## src/rtl/sifp_pkg.sv

```systemverilog
// Types, constants and helper functions of the scanf integer field parser.
`default_nettype none

package sifp_pkg;

  localparam int unsigned FIELD_LIMIT_DEFAULT = 63;

  localparam int unsigned CHAR_W     = 8;
  localparam int unsigned VALUE_W    = 64;
  localparam int unsigned COUNT_W    = 6;
  localparam int unsigned KIND_W     = 3;
  localparam int unsigned FWIDTH_W   = 6;
  localparam int unsigned CFG_DATA_W = 6;
  localparam int unsigned DIGIT_W    = 5;

  // Conversion kinds; the codes above KIND_X parse as decimal signed.
  localparam logic [KIND_W-1:0] KIND_D = 3'd0;
  localparam logic [KIND_W-1:0] KIND_I = 3'd1;
  localparam logic [KIND_W-1:0] KIND_O = 3'd2;
  localparam logic [KIND_W-1:0] KIND_U = 3'd3;
  localparam logic [KIND_W-1:0] KIND_X = 3'd4;

  typedef enum logic [0:0] {
    CFG_CONVERSION_KIND = 1'b0,
    CFG_FIELD_WIDTH     = 1'b1
  } sifp_cfg_index_t;

  typedef enum logic [1:0] {
    BASE_NONE = 2'd0,
    BASE_OCT  = 2'd1,
    BASE_DEC  = 2'd2,
    BASE_HEX  = 2'd3
  } sifp_base_t;

  localparam logic [CHAR_W-1:0] CH_PLUS  = 8'h2B;
  localparam logic [CHAR_W-1:0] CH_MINUS = 8'h2D;
  localparam logic [CHAR_W-1:0] CH_0     = 8'h30;
  localparam logic [CHAR_W-1:0] CH_9     = 8'h39;
  localparam logic [CHAR_W-1:0] CH_UA    = 8'h41;
  localparam logic [CHAR_W-1:0] CH_UF    = 8'h46;
  localparam logic [CHAR_W-1:0] CH_UX    = 8'h58;
  localparam logic [CHAR_W-1:0] CH_LA    = 8'h61;
  localparam logic [CHAR_W-1:0] CH_LF    = 8'h66;
  localparam logic [CHAR_W-1:0] CH_LX    = 8'h78;

  localparam logic [DIGIT_W-1:0] DIGIT_NONE = 5'd16;
  localparam logic [DIGIT_W-1:0] DIGIT_TEN  = 5'd10;

  localparam logic [VALUE_W-1:0] SAT_INT_MAX  = 64'h7FFF_FFFF_FFFF_FFFF;
  localparam logic [VALUE_W-1:0] SAT_INT_MIN  = 64'h8000_0000_0000_0000;
  localparam logic [VALUE_W-1:0] SAT_UINT_MAX = 64'hFFFF_FFFF_FFFF_FFFF;

  // Field state captured when a field closes.
  typedef struct packed {
    logic [VALUE_W-1:0] magnitude;
    logic               overflow;
    logic               minus;
    logic               ok;
    logic [COUNT_W-1:0] good_count;
    logic [COUNT_W-1:0] taken_count;
    logic               char_taken;
    logic               signed_kind;
  } sifp_snap_t;

  typedef struct packed {
    logic [VALUE_W-1:0] value;
    logic               parse_ok;
    logic               range_error;
    logic [COUNT_W-1:0] used_count;
    logic [COUNT_W-1:0] accepted_count;
    logic               char_taken;
  } sifp_result_t;

  // Digit value of a character, DIGIT_NONE when it is no hex digit.
  function automatic logic [DIGIT_W-1:0] digit_of(input logic [CHAR_W-1:0] c);
    logic [CHAR_W-1:0] off;
    off = '0;
    if (c >= CH_0 && c <= CH_9) begin
      off = c - CH_0;
      return DIGIT_W'(off);
    end else if (c >= CH_LA && c <= CH_LF) begin
      off = c - CH_LA;
      return DIGIT_W'(off) + DIGIT_TEN;
    end else if (c >= CH_UA && c <= CH_UF) begin
      off = c - CH_UA;
      return DIGIT_W'(off) + DIGIT_TEN;
    end
    return DIGIT_NONE;
  endfunction

endpackage

`default_nettype wire

```

## src/rtl/sifp_interfaces.sv

```systemverilog
// Channel interfaces of the scanf integer field parser: characters, results, configuration.
`default_nettype none

interface sifp_char_if import sifp_pkg::*; ();
  logic              valid;
  logic              ready;
  logic [CHAR_W-1:0] char_code;
  logic              end_of_input;

  modport source (output valid, output char_code, output end_of_input, input ready);
  modport sink   (input valid, input char_code, input end_of_input, output ready);
endinterface

interface sifp_result_if import sifp_pkg::*; ();
  logic               valid;
  logic               ready;
  logic [VALUE_W-1:0] value;
  logic               parse_ok;
  logic               range_error;
  logic [COUNT_W-1:0] used_count;
  logic [COUNT_W-1:0] accepted_count;
  logic               char_taken;

  modport source (output valid, output value, output parse_ok, output range_error,
                  output used_count, output accepted_count, output char_taken,
                  input ready);
  modport sink   (input valid, input value, input parse_ok, input range_error,
                  input used_count, input accepted_count, input char_taken,
                  output ready);
endinterface

interface sifp_cfg_if import sifp_pkg::*; ();
  logic                  valid;
  logic                  ready;
  sifp_cfg_index_t       index;
  logic [CFG_DATA_W-1:0] data;

  modport source (output valid, output index, output data, input ready);
  modport sink   (input valid, input index, input data, output ready);
endinterface

`default_nettype wire

```

## src/rtl/sifp_step.sv

```systemverilog
// Per-character field state and its update: sign, prefix, digit shift-add, field end.
`default_nettype none

module sifp_step import sifp_pkg::*; #(
  parameter int unsigned FIELD_LIMIT = FIELD_LIMIT_DEFAULT
) (
  input  wire logic                clk,
  input  wire logic                rst,
  input  wire logic                step_en,
  input  wire logic [KIND_W-1:0]   kind,
  input  wire logic [FWIDTH_W-1:0] field_width,
  input  wire logic [CHAR_W-1:0]   char_code,
  input  wire logic                end_of_input,
  output logic                     field_done,
  output sifp_snap_t               snap
);

  localparam int unsigned CW = $clog2(FIELD_LIMIT + 1);
  localparam int unsigned LW = (CW > FWIDTH_W) ? CW : FWIDTH_W;

  logic [VALUE_W-1:0] magnitude;
  logic               magnitude_overflow;
  sifp_base_t         base_code;
  logic               prefix_allowed;
  logic               minus_seen;
  logic [CW-1:0]      taken_count;
  logic [CW-1:0]      good_count;

  logic [VALUE_W-1:0] magnitude_next;
  logic               magnitude_overflow_next;
  sifp_base_t         base_code_next;
  logic               prefix_allowed_next;
  logic               minus_seen_next;
  logic [CW-1:0]      good_count_next;

  logic [DIGIT_W-1:0] digit;
  logic               is_sign;
  logic               is_x;
  sifp_base_t         new_code;
  sifp_base_t         base_sel;
  logic               digit_fits;
  logic [VALUE_W+3:0] scaled;
  logic [VALUE_W+3:0] mac;
  logic               mac_ovf;
  logic               accept;
  logic [LW-1:0]      fw_ext;
  logic [LW-1:0]      limit;
  logic [LW-1:0]      taken_inc;
  logic               signed_kind;

  assign digit   = digit_of(char_code);
  assign is_sign = (char_code == CH_PLUS) || (char_code == CH_MINUS);
  assign is_x    = (char_code == CH_LX) || (char_code == CH_UX);
  assign signed_kind = !((kind == KIND_O) || (kind == KIND_U) || (kind == KIND_X));

  // Base detection for i: a leading 0 means octal, 1-9 decimal.
  // Other kinds leave the base code untouched.
  always_comb begin
    new_code = base_code;
    if (kind == KIND_I && base_code == BASE_NONE) begin
      if (digit == '0) begin
        new_code = BASE_OCT;
      end else if (digit < DIGIT_TEN) begin
        new_code = BASE_DEC;
      end
    end
  end

  always_comb begin
    priority if (kind == KIND_I) begin
      base_sel = new_code;
    end else if (kind == KIND_O) begin
      base_sel = BASE_OCT;
    end else if (kind == KIND_X) begin
      base_sel = BASE_HEX;
    end else begin
      base_sel = BASE_DEC;
    end
  end

  // Shift-add; a carry into the top nibble means the magnitude left 64 bits.
  always_comb begin
    unique case (base_sel)
      BASE_NONE: begin
        digit_fits = 1'b0;
        scaled     = '0;
      end
      BASE_OCT: begin
        digit_fits = digit < 5'd8;
        scaled     = {4'b0, magnitude} << 3;
      end
      BASE_DEC: begin
        digit_fits = digit < DIGIT_TEN;
        scaled     = ({4'b0, magnitude} << 3) + ({4'b0, magnitude} << 1);
      end
      BASE_HEX: begin
        digit_fits = digit < DIGIT_NONE;
        scaled     = {4'b0, magnitude} << 4;
      end
      default: begin
        digit_fits = 1'b0;
        scaled     = '0;
      end
    endcase
  end

  assign mac     = scaled + (VALUE_W + 4)'(digit);
  assign mac_ovf = mac[VALUE_W+3:VALUE_W] != '0;

  always_comb begin
    magnitude_next          = magnitude;
    magnitude_overflow_next = magnitude_overflow;
    base_code_next          = base_code;
    prefix_allowed_next     = prefix_allowed;
    minus_seen_next         = minus_seen;
    good_count_next         = good_count;
    accept                  = 1'b0;
    if (!end_of_input) begin
      priority if (is_sign) begin
        accept = taken_count == '0;
        if (accept && char_code == CH_MINUS) begin
          minus_seen_next = 1'b1;
        end
      end else if (is_x) begin
        accept = prefix_allowed;
        if (accept) begin
          if (kind == KIND_I) begin
            base_code_next = BASE_HEX;
          end
          prefix_allowed_next = 1'b0;
        end
      end else if (digit != DIGIT_NONE && digit_fits) begin
        accept              = 1'b1;
        base_code_next      = new_code;
        prefix_allowed_next = (digit == '0) && (good_count == '0) &&
                              ((kind == KIND_I) || (kind == KIND_X));
        if (mac_ovf) begin
          magnitude_overflow_next = 1'b1;
        end else begin
          magnitude_next = mac[VALUE_W-1:0];
        end
        good_count_next = taken_count + CW'(1);
      end else begin
        accept = 1'b0;
      end
    end
  end

  assign fw_ext    = LW'(field_width);
  assign limit     = (fw_ext == '0 || fw_ext > LW'(FIELD_LIMIT)) ? LW'(FIELD_LIMIT) : fw_ext;
  assign taken_inc = LW'(taken_count) + LW'(1);
  assign field_done = !accept || (taken_inc >= limit);

  // Rejected characters leave the state as it was, so the update covers both cases.
  always_comb begin
    snap.magnitude   = magnitude_next;
    snap.overflow    = magnitude_overflow_next;
    snap.minus       = minus_seen_next;
    snap.ok          = good_count_next != '0;
    snap.good_count  = COUNT_W'(good_count_next);
    snap.taken_count = accept ? COUNT_W'(taken_inc) : COUNT_W'(taken_count);
    snap.char_taken  = accept;
    snap.signed_kind = signed_kind;
  end

  always_ff @(posedge clk) begin
    if (rst) begin
      magnitude          <= '0;
      magnitude_overflow <= 1'b0;
      base_code          <= BASE_NONE;
      prefix_allowed     <= 1'b0;
      minus_seen         <= 1'b0;
      taken_count        <= '0;
      good_count         <= '0;
    end else if (step_en) begin
      if (field_done) begin
        magnitude          <= '0;
        magnitude_overflow <= 1'b0;
        base_code          <= BASE_NONE;
        prefix_allowed     <= 1'b0;
        minus_seen         <= 1'b0;
        taken_count        <= '0;
        good_count         <= '0;
      end else begin
        magnitude          <= magnitude_next;
        magnitude_overflow <= magnitude_overflow_next;
        base_code          <= base_code_next;
        prefix_allowed     <= prefix_allowed_next;
        minus_seen         <= minus_seen_next;
        taken_count        <= taken_inc[CW-1:0];
        good_count         <= good_count_next;
      end
    end
  end

endmodule

`default_nettype wire

```

## src/rtl/sifp_format.sv

```systemverilog
// Result formatting of a closed field: sign, saturation and counts.
`default_nettype none

module sifp_format import sifp_pkg::*; (
  input  sifp_snap_t   snap,
  output sifp_result_t result
);

  logic [VALUE_W-1:0] negated;
  logic               above_min;

  assign negated   = '0 - snap.magnitude;
  assign above_min = snap.magnitude[VALUE_W-1] && (snap.magnitude[VALUE_W-2:0] != '0);

  always_comb begin
    result.value          = '0;
    result.range_error    = 1'b0;
    result.parse_ok       = snap.ok;
    result.used_count     = snap.ok ? snap.good_count : '0;
    result.accepted_count = snap.taken_count;
    result.char_taken     = snap.char_taken;
    if (snap.ok) begin
      if (snap.signed_kind) begin
        if (snap.minus) begin
          if (snap.overflow || above_min) begin
            result.value       = SAT_INT_MIN;
            result.range_error = 1'b1;
          end else begin
            result.value = negated;
          end
        end else begin
          if (snap.overflow || snap.magnitude[VALUE_W-1]) begin
            result.value       = SAT_INT_MAX;
            result.range_error = 1'b1;
          end else begin
            result.value = snap.magnitude;
          end
        end
      end else begin
        if (snap.overflow) begin
          result.value       = SAT_UINT_MAX;
          result.range_error = 1'b1;
        end else begin
          result.value = snap.minus ? negated : snap.magnitude;
        end
      end
    end
  end

endmodule

`default_nettype wire

```

## src/rtl/scanf_integer_field_parser.sv

```systemverilog
// Top level of the scanf integer field parser: channels, config registers, pipeline.
`default_nettype none

// Usage
//   chr : one request per character (char_code), or an end-of-stream marker
//         (end_of_input = 1). A character rejected by the field is reported with
//         char_taken = 0 and must be sent again as the first character of what
//         follows; nothing is pushed back inside the block.
//   res : one request per closed field: value, parse_ok, range_error,
//         used_count, accepted_count, char_taken.
//   cfg : index 0 writes conversion_kind (data[2:0]), index 1 writes
//         field_width (data[5:0]); ready is always high. Write only while idle.
// Timing
//   Three register stages: input, field snapshot, result. The request that closes a
//   field goes from the input stage to the snapshot and then the result register, and
//   its result shows on res. While res is not stalled, one character per cycle is taken
//   back to back; the rate is set by the 64-bit shift-add of the magnitude in sifp_step.
// Reset
//   rst (synchronous) empties every stage, clears the field state and sets
//   both config registers to zero (kind d, width limit FIELD_LIMIT).
// Stall
//   While res is held, the result waits in its register; the snapshot stage
//   and the input stage still fill, then chr.ready drops.

module scanf_integer_field_parser import sifp_pkg::*; #(
  parameter int unsigned FIELD_LIMIT = FIELD_LIMIT_DEFAULT
) (
  input wire logic     clk,
  input wire logic     rst,
  sifp_char_if.sink    chr,
  sifp_result_if.source res,
  sifp_cfg_if.sink     cfg
);

  // Configuration registers
  logic [KIND_W-1:0]   conversion_kind;
  logic [FWIDTH_W-1:0] field_width;

  // Input stage
  logic              a_valid;
  logic [CHAR_W-1:0] a_char;
  logic              a_eoi;

  // Snapshot stage
  logic       b_valid;
  sifp_snap_t b_snap;

  // Result stage
  logic         c_valid;
  sifp_result_t c_result;

  logic         c_free;
  logic         b_free;
  logic         a_adv;
  logic         field_done;
  sifp_snap_t   step_snap;
  sifp_result_t fmt_result;

  // Advance a stage when the one after it is free or moving on.
  assign c_free    = !c_valid || res.ready;
  assign b_free    = !b_valid || c_free;
  assign a_adv     = a_valid && b_free;
  assign chr.ready = !a_valid || b_free;
  assign cfg.ready = 1'b1;

  always_ff @(posedge clk) begin
    if (rst) begin
      conversion_kind <= KIND_D;
      field_width     <= '0;
    end else if (cfg.valid) begin
      unique case (cfg.index)
        CFG_CONVERSION_KIND: conversion_kind <= cfg.data[KIND_W-1:0];
        CFG_FIELD_WIDTH:     field_width     <= cfg.data[FWIDTH_W-1:0];
        default:             conversion_kind <= conversion_kind;
      endcase
    end
  end

  // Hold the character until the step logic can consume it.
  always_ff @(posedge clk) begin
    if (rst) begin
      a_valid <= 1'b0;
    end else if (chr.ready) begin
      a_valid <= chr.valid;
    end
  end

  always_ff @(posedge clk) begin
    if (chr.ready && chr.valid) begin
      a_char <= chr.char_code;
      a_eoi  <= chr.end_of_input;
    end
  end

  sifp_step #(
    .FIELD_LIMIT (FIELD_LIMIT)
  ) u_step (
    .clk          (clk),
    .rst          (rst),
    .step_en      (a_adv),
    .kind         (conversion_kind),
    .field_width  (field_width),
    .char_code    (a_char),
    .end_of_input (a_eoi),
    .field_done   (field_done),
    .snap         (step_snap)
  );

  // Capture the field only on the character that closes it.
  always_ff @(posedge clk) begin
    if (rst) begin
      b_valid <= 1'b0;
    end else if (b_free) begin
      b_valid <= a_adv && field_done;
    end
  end

  always_ff @(posedge clk) begin
    if (a_adv && field_done) begin
      b_snap <= step_snap;
    end
  end

  sifp_format u_format (
    .snap   (b_snap),
    .result (fmt_result)
  );

  always_ff @(posedge clk) begin
    if (rst) begin
      c_valid <= 1'b0;
    end else if (c_free) begin
      c_valid <= b_valid;
    end
  end

  always_ff @(posedge clk) begin
    if (c_free && b_valid) begin
      c_result <= fmt_result;
    end
  end

  assign res.valid          = c_valid;
  assign res.value          = c_result.value;
  assign res.parse_ok       = c_result.parse_ok;
  assign res.range_error    = c_result.range_error;
  assign res.used_count     = c_result.used_count;
  assign res.accepted_count = c_result.accepted_count;
  assign res.char_taken     = c_result.char_taken;

endmodule

`default_nettype wire

```

## src/flat_wrapper.sv

```systemverilog
// flat-port wrapper written by rule: the top's interface ports become plain ports
module scanf_integer_field_parser_flat import sifp_pkg::*;
#(
  parameter int unsigned FIELD_LIMIT = FIELD_LIMIT_DEFAULT
)
  (clk, rst, chr_valid, chr_char_code, chr_end_of_input, chr_ready, res_valid, res_value, res_parse_ok, res_range_error, res_used_count, res_accepted_count, res_char_taken, res_ready, cfg_valid, cfg_index, cfg_data, cfg_ready);
  sifp_char_if chr_i ();
  sifp_result_if res_i ();
  sifp_cfg_if cfg_i ();
  input wire logic clk;
  input wire logic rst;
  input wire logic [$bits(chr_i.valid)-1:0] chr_valid;
  input wire logic [$bits(chr_i.char_code)-1:0] chr_char_code;
  input wire logic [$bits(chr_i.end_of_input)-1:0] chr_end_of_input;
  output wire logic [$bits(chr_i.ready)-1:0] chr_ready;
  output wire logic [$bits(res_i.valid)-1:0] res_valid;
  output wire logic [$bits(res_i.value)-1:0] res_value;
  output wire logic [$bits(res_i.parse_ok)-1:0] res_parse_ok;
  output wire logic [$bits(res_i.range_error)-1:0] res_range_error;
  output wire logic [$bits(res_i.used_count)-1:0] res_used_count;
  output wire logic [$bits(res_i.accepted_count)-1:0] res_accepted_count;
  output wire logic [$bits(res_i.char_taken)-1:0] res_char_taken;
  input wire logic [$bits(res_i.ready)-1:0] res_ready;
  input wire logic [$bits(cfg_i.valid)-1:0] cfg_valid;
  input wire logic [$bits(cfg_i.index)-1:0] cfg_index;
  input wire logic [$bits(cfg_i.data)-1:0] cfg_data;
  output wire logic [$bits(cfg_i.ready)-1:0] cfg_ready;
  assign chr_i.valid = chr_valid;
  assign chr_i.char_code = chr_char_code;
  assign chr_i.end_of_input = chr_end_of_input;
  assign chr_ready = chr_i.ready;
  assign res_valid = res_i.valid;
  assign res_value = res_i.value;
  assign res_parse_ok = res_i.parse_ok;
  assign res_range_error = res_i.range_error;
  assign res_used_count = res_i.used_count;
  assign res_accepted_count = res_i.accepted_count;
  assign res_char_taken = res_i.char_taken;
  assign res_i.ready = res_ready;
  assign cfg_i.valid = cfg_valid;
  assign cfg_i.index = cfg_index;
  assign cfg_i.data = cfg_data;
  assign cfg_ready = cfg_i.ready;
  scanf_integer_field_parser #(.FIELD_LIMIT(FIELD_LIMIT)) u_core (.clk(clk), .rst(rst), .chr(chr_i), .res(res_i), .cfg(cfg_i));
endmodule
```

## config.mk

```make
export PLATFORM = sky130hd
export DESIGN_NAME = scanf_integer_field_parser_flat
export DESIGN_NICKNAME = d
export VERILOG_FILES = /design/src/rtl/sifp_pkg.sv /design/src/rtl/sifp_interfaces.sv /design/src/rtl/sifp_step.sv /design/src/rtl/sifp_format.sv /design/src/rtl/scanf_integer_field_parser.sv /design/src/flat_wrapper.sv
export SDC_FILE = /design/constraint.sdc
export NUM_CORES = 1
export LEC_CHECK = 0
export ABC_AREA = 0
export BUFFER_PORTS_ARGS = -buffer_cell sky130_fd_sc_hd__buf_2
export CORE_MARGIN = 2
export CORE_UTILIZATION = 45
export CTS_CLUSTER_SIZE = 8
export DETAILED_ROUTE_END_ITERATION = 10
export SETUP_SLACK_MARGIN = 0.1
export SLEW_MARGIN = 20
export SYNTH_ARGS = -nofsm -noshare
export SYNTH_HDL_FRONTEND = slang
export SYNTH_SLANG_ARGS = --single-unit
export TNS_END_PERCENT = 50
```

## constraint.sdc

```tcl
create_clock -name clk -period 11.3 [get_ports clk]
set_clock_uncertainty 0.05 [all_clocks]
set_input_delay 0.565 -clock clk [delete_from_list [all_inputs] [get_ports clk]]
set_output_delay 0.565 -clock clk [all_outputs]
set_load 0.05 [all_outputs]
```

==> flow_metrics.tcl <==
set metrics [dict create \
    outcome "finished, final reports clean" \
    whs_path_depth 1 \
    synth.distinct_cells 96 \
    cts.reportedPaths.clkPinSlew_ns 0.05 \
    synth_edf_count 169 \
    grt.overflow.total 0 \
    p_leak_nw 7.69 \
    final_util 0.499 \
    start_util 0.459 \
    worst_ep_arrival_time_ns 7.75 \
    die_w_um 220 \
    ys_async_sr_fraction 0 \
    final_nets 2697 \
    dr.pass1.iters 6 \
    drc 0 \
    min_to "u_core.a_char[1]" \
    placed_area_mm2 0.0216 \
    ff_latch_area_mm2 0.00694 \
    place_inst 3155 \
    relSlewSlack 0.263 \
    required_ns 11.62 \
    core-area_mm2 0.0456 \
    final_cell_area_mm2 0.0228 \
    worstSetupEndpointType "flop" \
    first_iter_violations 2196 \
    yosysWarnings 0 \
    finalHoldViolations 0 \
    via_per_inst 6.18 \
    hp-class "in2reg" \
    maxCapViolCount 0 \
    rows 78 \
    layout_common_cells "nor2_1 (297), o21ai_0 (252), a21oi_1 (214)" \
    maxClockFrequency_mhz 135 \
    hold_buffers 0 \
    grt_pass1_vias 17800 \
    fin_crit_ns 7.43 \
    cts_htree_levels 2 \
    rrSetupSlack_ns 3.87 \
    design.portCount 103 \
    clk_path_buf_depth 3 \
    num_antenna_cells 0 \
    ys.flop_type "edfxtp_1" \
    yosys_register_bits 262 \
    setup_violations 0 \
    fin_tns_setup_ns 0 \
    yosysSeqAreaShare 0.332 \
    io_buffer_count 101 \
    netlist_area_mm2 0.0209 \
    drive_gt1_frac 0.102 \
    gp_congestion 0.926 \
    maxSlewViolCount 0 \
    tritoncts "yes" \
    rsz0062_at_grt "false" \
    drt-total-wl_um 65100 \
    ir_worst_vdd_uv 146 \
    ant_nets 0 \
    r2r_cells 21 \
    cts_root_buf "clkbuf_16" \
    grt_pass1_wl_um 102000 \
    n_fill_cell 4340 \
    power.density_mw_per_mm2 101 \
    finalPower_mw 2.31 \
    dp.final_hpwl_um 48000 \
    synthesis.area_per_instance_um2 8.01 \
    routedWlPerCell_um 20.2 \
    grt_max_degree 77 \
    fin_crit_sh 0.657 \
    critPathKind "reg2reg" \
    tightestPinTransition_ns 1.10 \
    synthCells 2608 \
    grt_usage 0.265 \
    die-area_mm2 0.0482 \
    numCtsBuffers 38 \
    area_growth_pct 8.86 \
    cp_max_fo 76 \
    layout_commonest_cell "nor2_1" \
    multi_input_area_mm2 0.0132 \
    vias 19900 \
    instances_no_fill 3224 \
    cts.repair.resized 0 \
    syn_nets 2710 \
    postCtsSetupBuffers 0 \
    hold_start "chr_char_code[1]" \
    antenna_found_initial 0 \
    r2r-end "u_core.b_snap[19]" \
    clkSinkCount 262 \
    reg2reg_from "u_core.a_char[0]" \
    die_y_um 220 \
    start_kind "flop" \
    insertion_delay_ns 0.55 \
]
sequential cells by signal, summed over array words and instances, names as in the netlist:
signal / count
u_core.a_char: 8
u_core.u_step.base_code: 2
u_core.res.range_error: 1
u_core.res.valid: 1
u_core.u_step.prefix_allowed: 1
u_core.conversion_kind: 3
u_core.u_step.taken_count: 6
u_core.res.accepted_count: 6
u_core.res.used_count: 6
u_core.res.parse_ok: 1
u_core.b_valid: 1
u_core.u_step.magnitude_overflow: 1
u_core.a_valid: 1
u_core.u_step.minus_seen: 1
u_core.u_step.good_count: 6
u_core.res.value: 64
u_core.u_step.magnitude: 64
u_core.a_eoi: 1
u_core.b_snap: 81
u_core.field_width: 6
u_core.res.char_taken: 1
per-stage QoR:
step / hold slack [ns] / worst slack [ns]
floorplan: 0.350 / 5.01
finish: 0.150 / 3.87
CTS: 0.127 / 3.95
global route: 0.134 / 3.25
global placement: 0.351 / 4.22
detailed placement: 0.358 / 4.01
metal layers:
layer | vias up | global-route usage | wire length [um]
met3 | 67 | 0.0253 | 4900
met1 | 9439 | 0.427 | 32700
met2 | 773 | 0.375 | 26400
met4 | 0 | 0.0599 | 1060
met5 | - | 0 | 0
li1 | 9654 | - | -
Yosys cell counts, types with 22 or more instances:
cell / n / area share
xor2_1: 46 / 0.019
xnor2_1: 76 / 0.032
edfxtp_1: 169 / 0.24
o21a_1: 22 / 0.0079
nand4_1: 35 / 0.010
mux2_2: 30 / 0.016
nand2b_1: 78 / 0.023
dfxtp_1: 93 / 0.089
inv_1: 36 / 0.0065
a21oi_1: 214 / 0.051
a31oi_1: 95 / 0.028
nor2_1: 300 / 0.054
nand2_1: 210 / 0.038
nor3_1: 59 / 0.014
nand3_1: 138 / 0.033
and2_1: 28 / 0.0084
mux2i_1: 31 / 0.015
a21o_1: 42 / 0.015
a211oi_1: 30 / 0.011
o211ai_1: 25 / 0.0090
clkbuf_1: 127 / 0.023
buf_2: 24 / 0.0057
o21ai_0: 252 / 0.060
ha_1: 79 / 0.047
or3_1: 24 / 0.0072
worst max-delay path: stages (launching register included):
cell	delay, ns
edfxtp_1	0.45
inv_1	0.20
ha_1	0.23
o21bai_1	0.09
a21boi_2	0.35
o21ai_0	0.15
a221o_1	0.40
o2111a_1	0.46
nor2_4	0.17
buf_4	0.56
mux2i_1	0.24
o21ai_0	0.09
ha_1	0.36
nor2b_1	0.15
o21ai_1	0.18
nor3_1	0.50
nand4b_1	0.41
nor4_4	0.50
mux2_4	0.61
buf_4	0.74
nand3_1	0.15
o21ai_0	0.13
where the power goes:
group,switching (mW),internal (mW)
combinational,0.144,0.0487
clock,0.425,0.636
sequential,0.0159,1.04
total,0.584,1.72
worst max-delay path by stage:
stage | start | endpoint | slack [ns] | depth (start not counted)
6_report | u_core.a_char[0] | u_core.b_snap[19] | 3.87 | 21
5_1_grt | u_core.a_char[0] | u_core.b_snap[20] | 3.25 | 21
4_1_cts | u_core.a_char[0] | u_core.b_snap[19] | 3.95 | 21
3_5_place_dp | u_core.a_char[0] | u_core.b_snap[20] | 4.01 | 21
3_3_place_gp | u_core.a_char[1] | u_core.b_snap[17] | 4.22 | 21
2_1_floorplan | u_core.a_char[1] | u_core.b_snap[51] | 5.01 | 25
logic make-up after synthesis:
kind of cell / share of synthesized area
AOI/OAI and AO/OA: 0.255
muxes: 0.0310
buffers and inverters: 0.0426
DFF: 0.332
other: 0.000179
adders and majority gates: 0.0492
xor gates and xnor gates: 0.0511
and+or+nand+nor: 0.239
final cells by class:
class | count | share of cell area
well taps | 600 | 0.0330
inverters | 37 | 0.00610
repair buffers | 121 | 0.0288
clock buffers | 66 | 0.0464
multi-input cells | 2135 | 0.578
clock inverters | 3 | 0.00275
flip-flops and latches | 262 | 0.305
No activity file was read; power rests on OpenSTA's default activity.
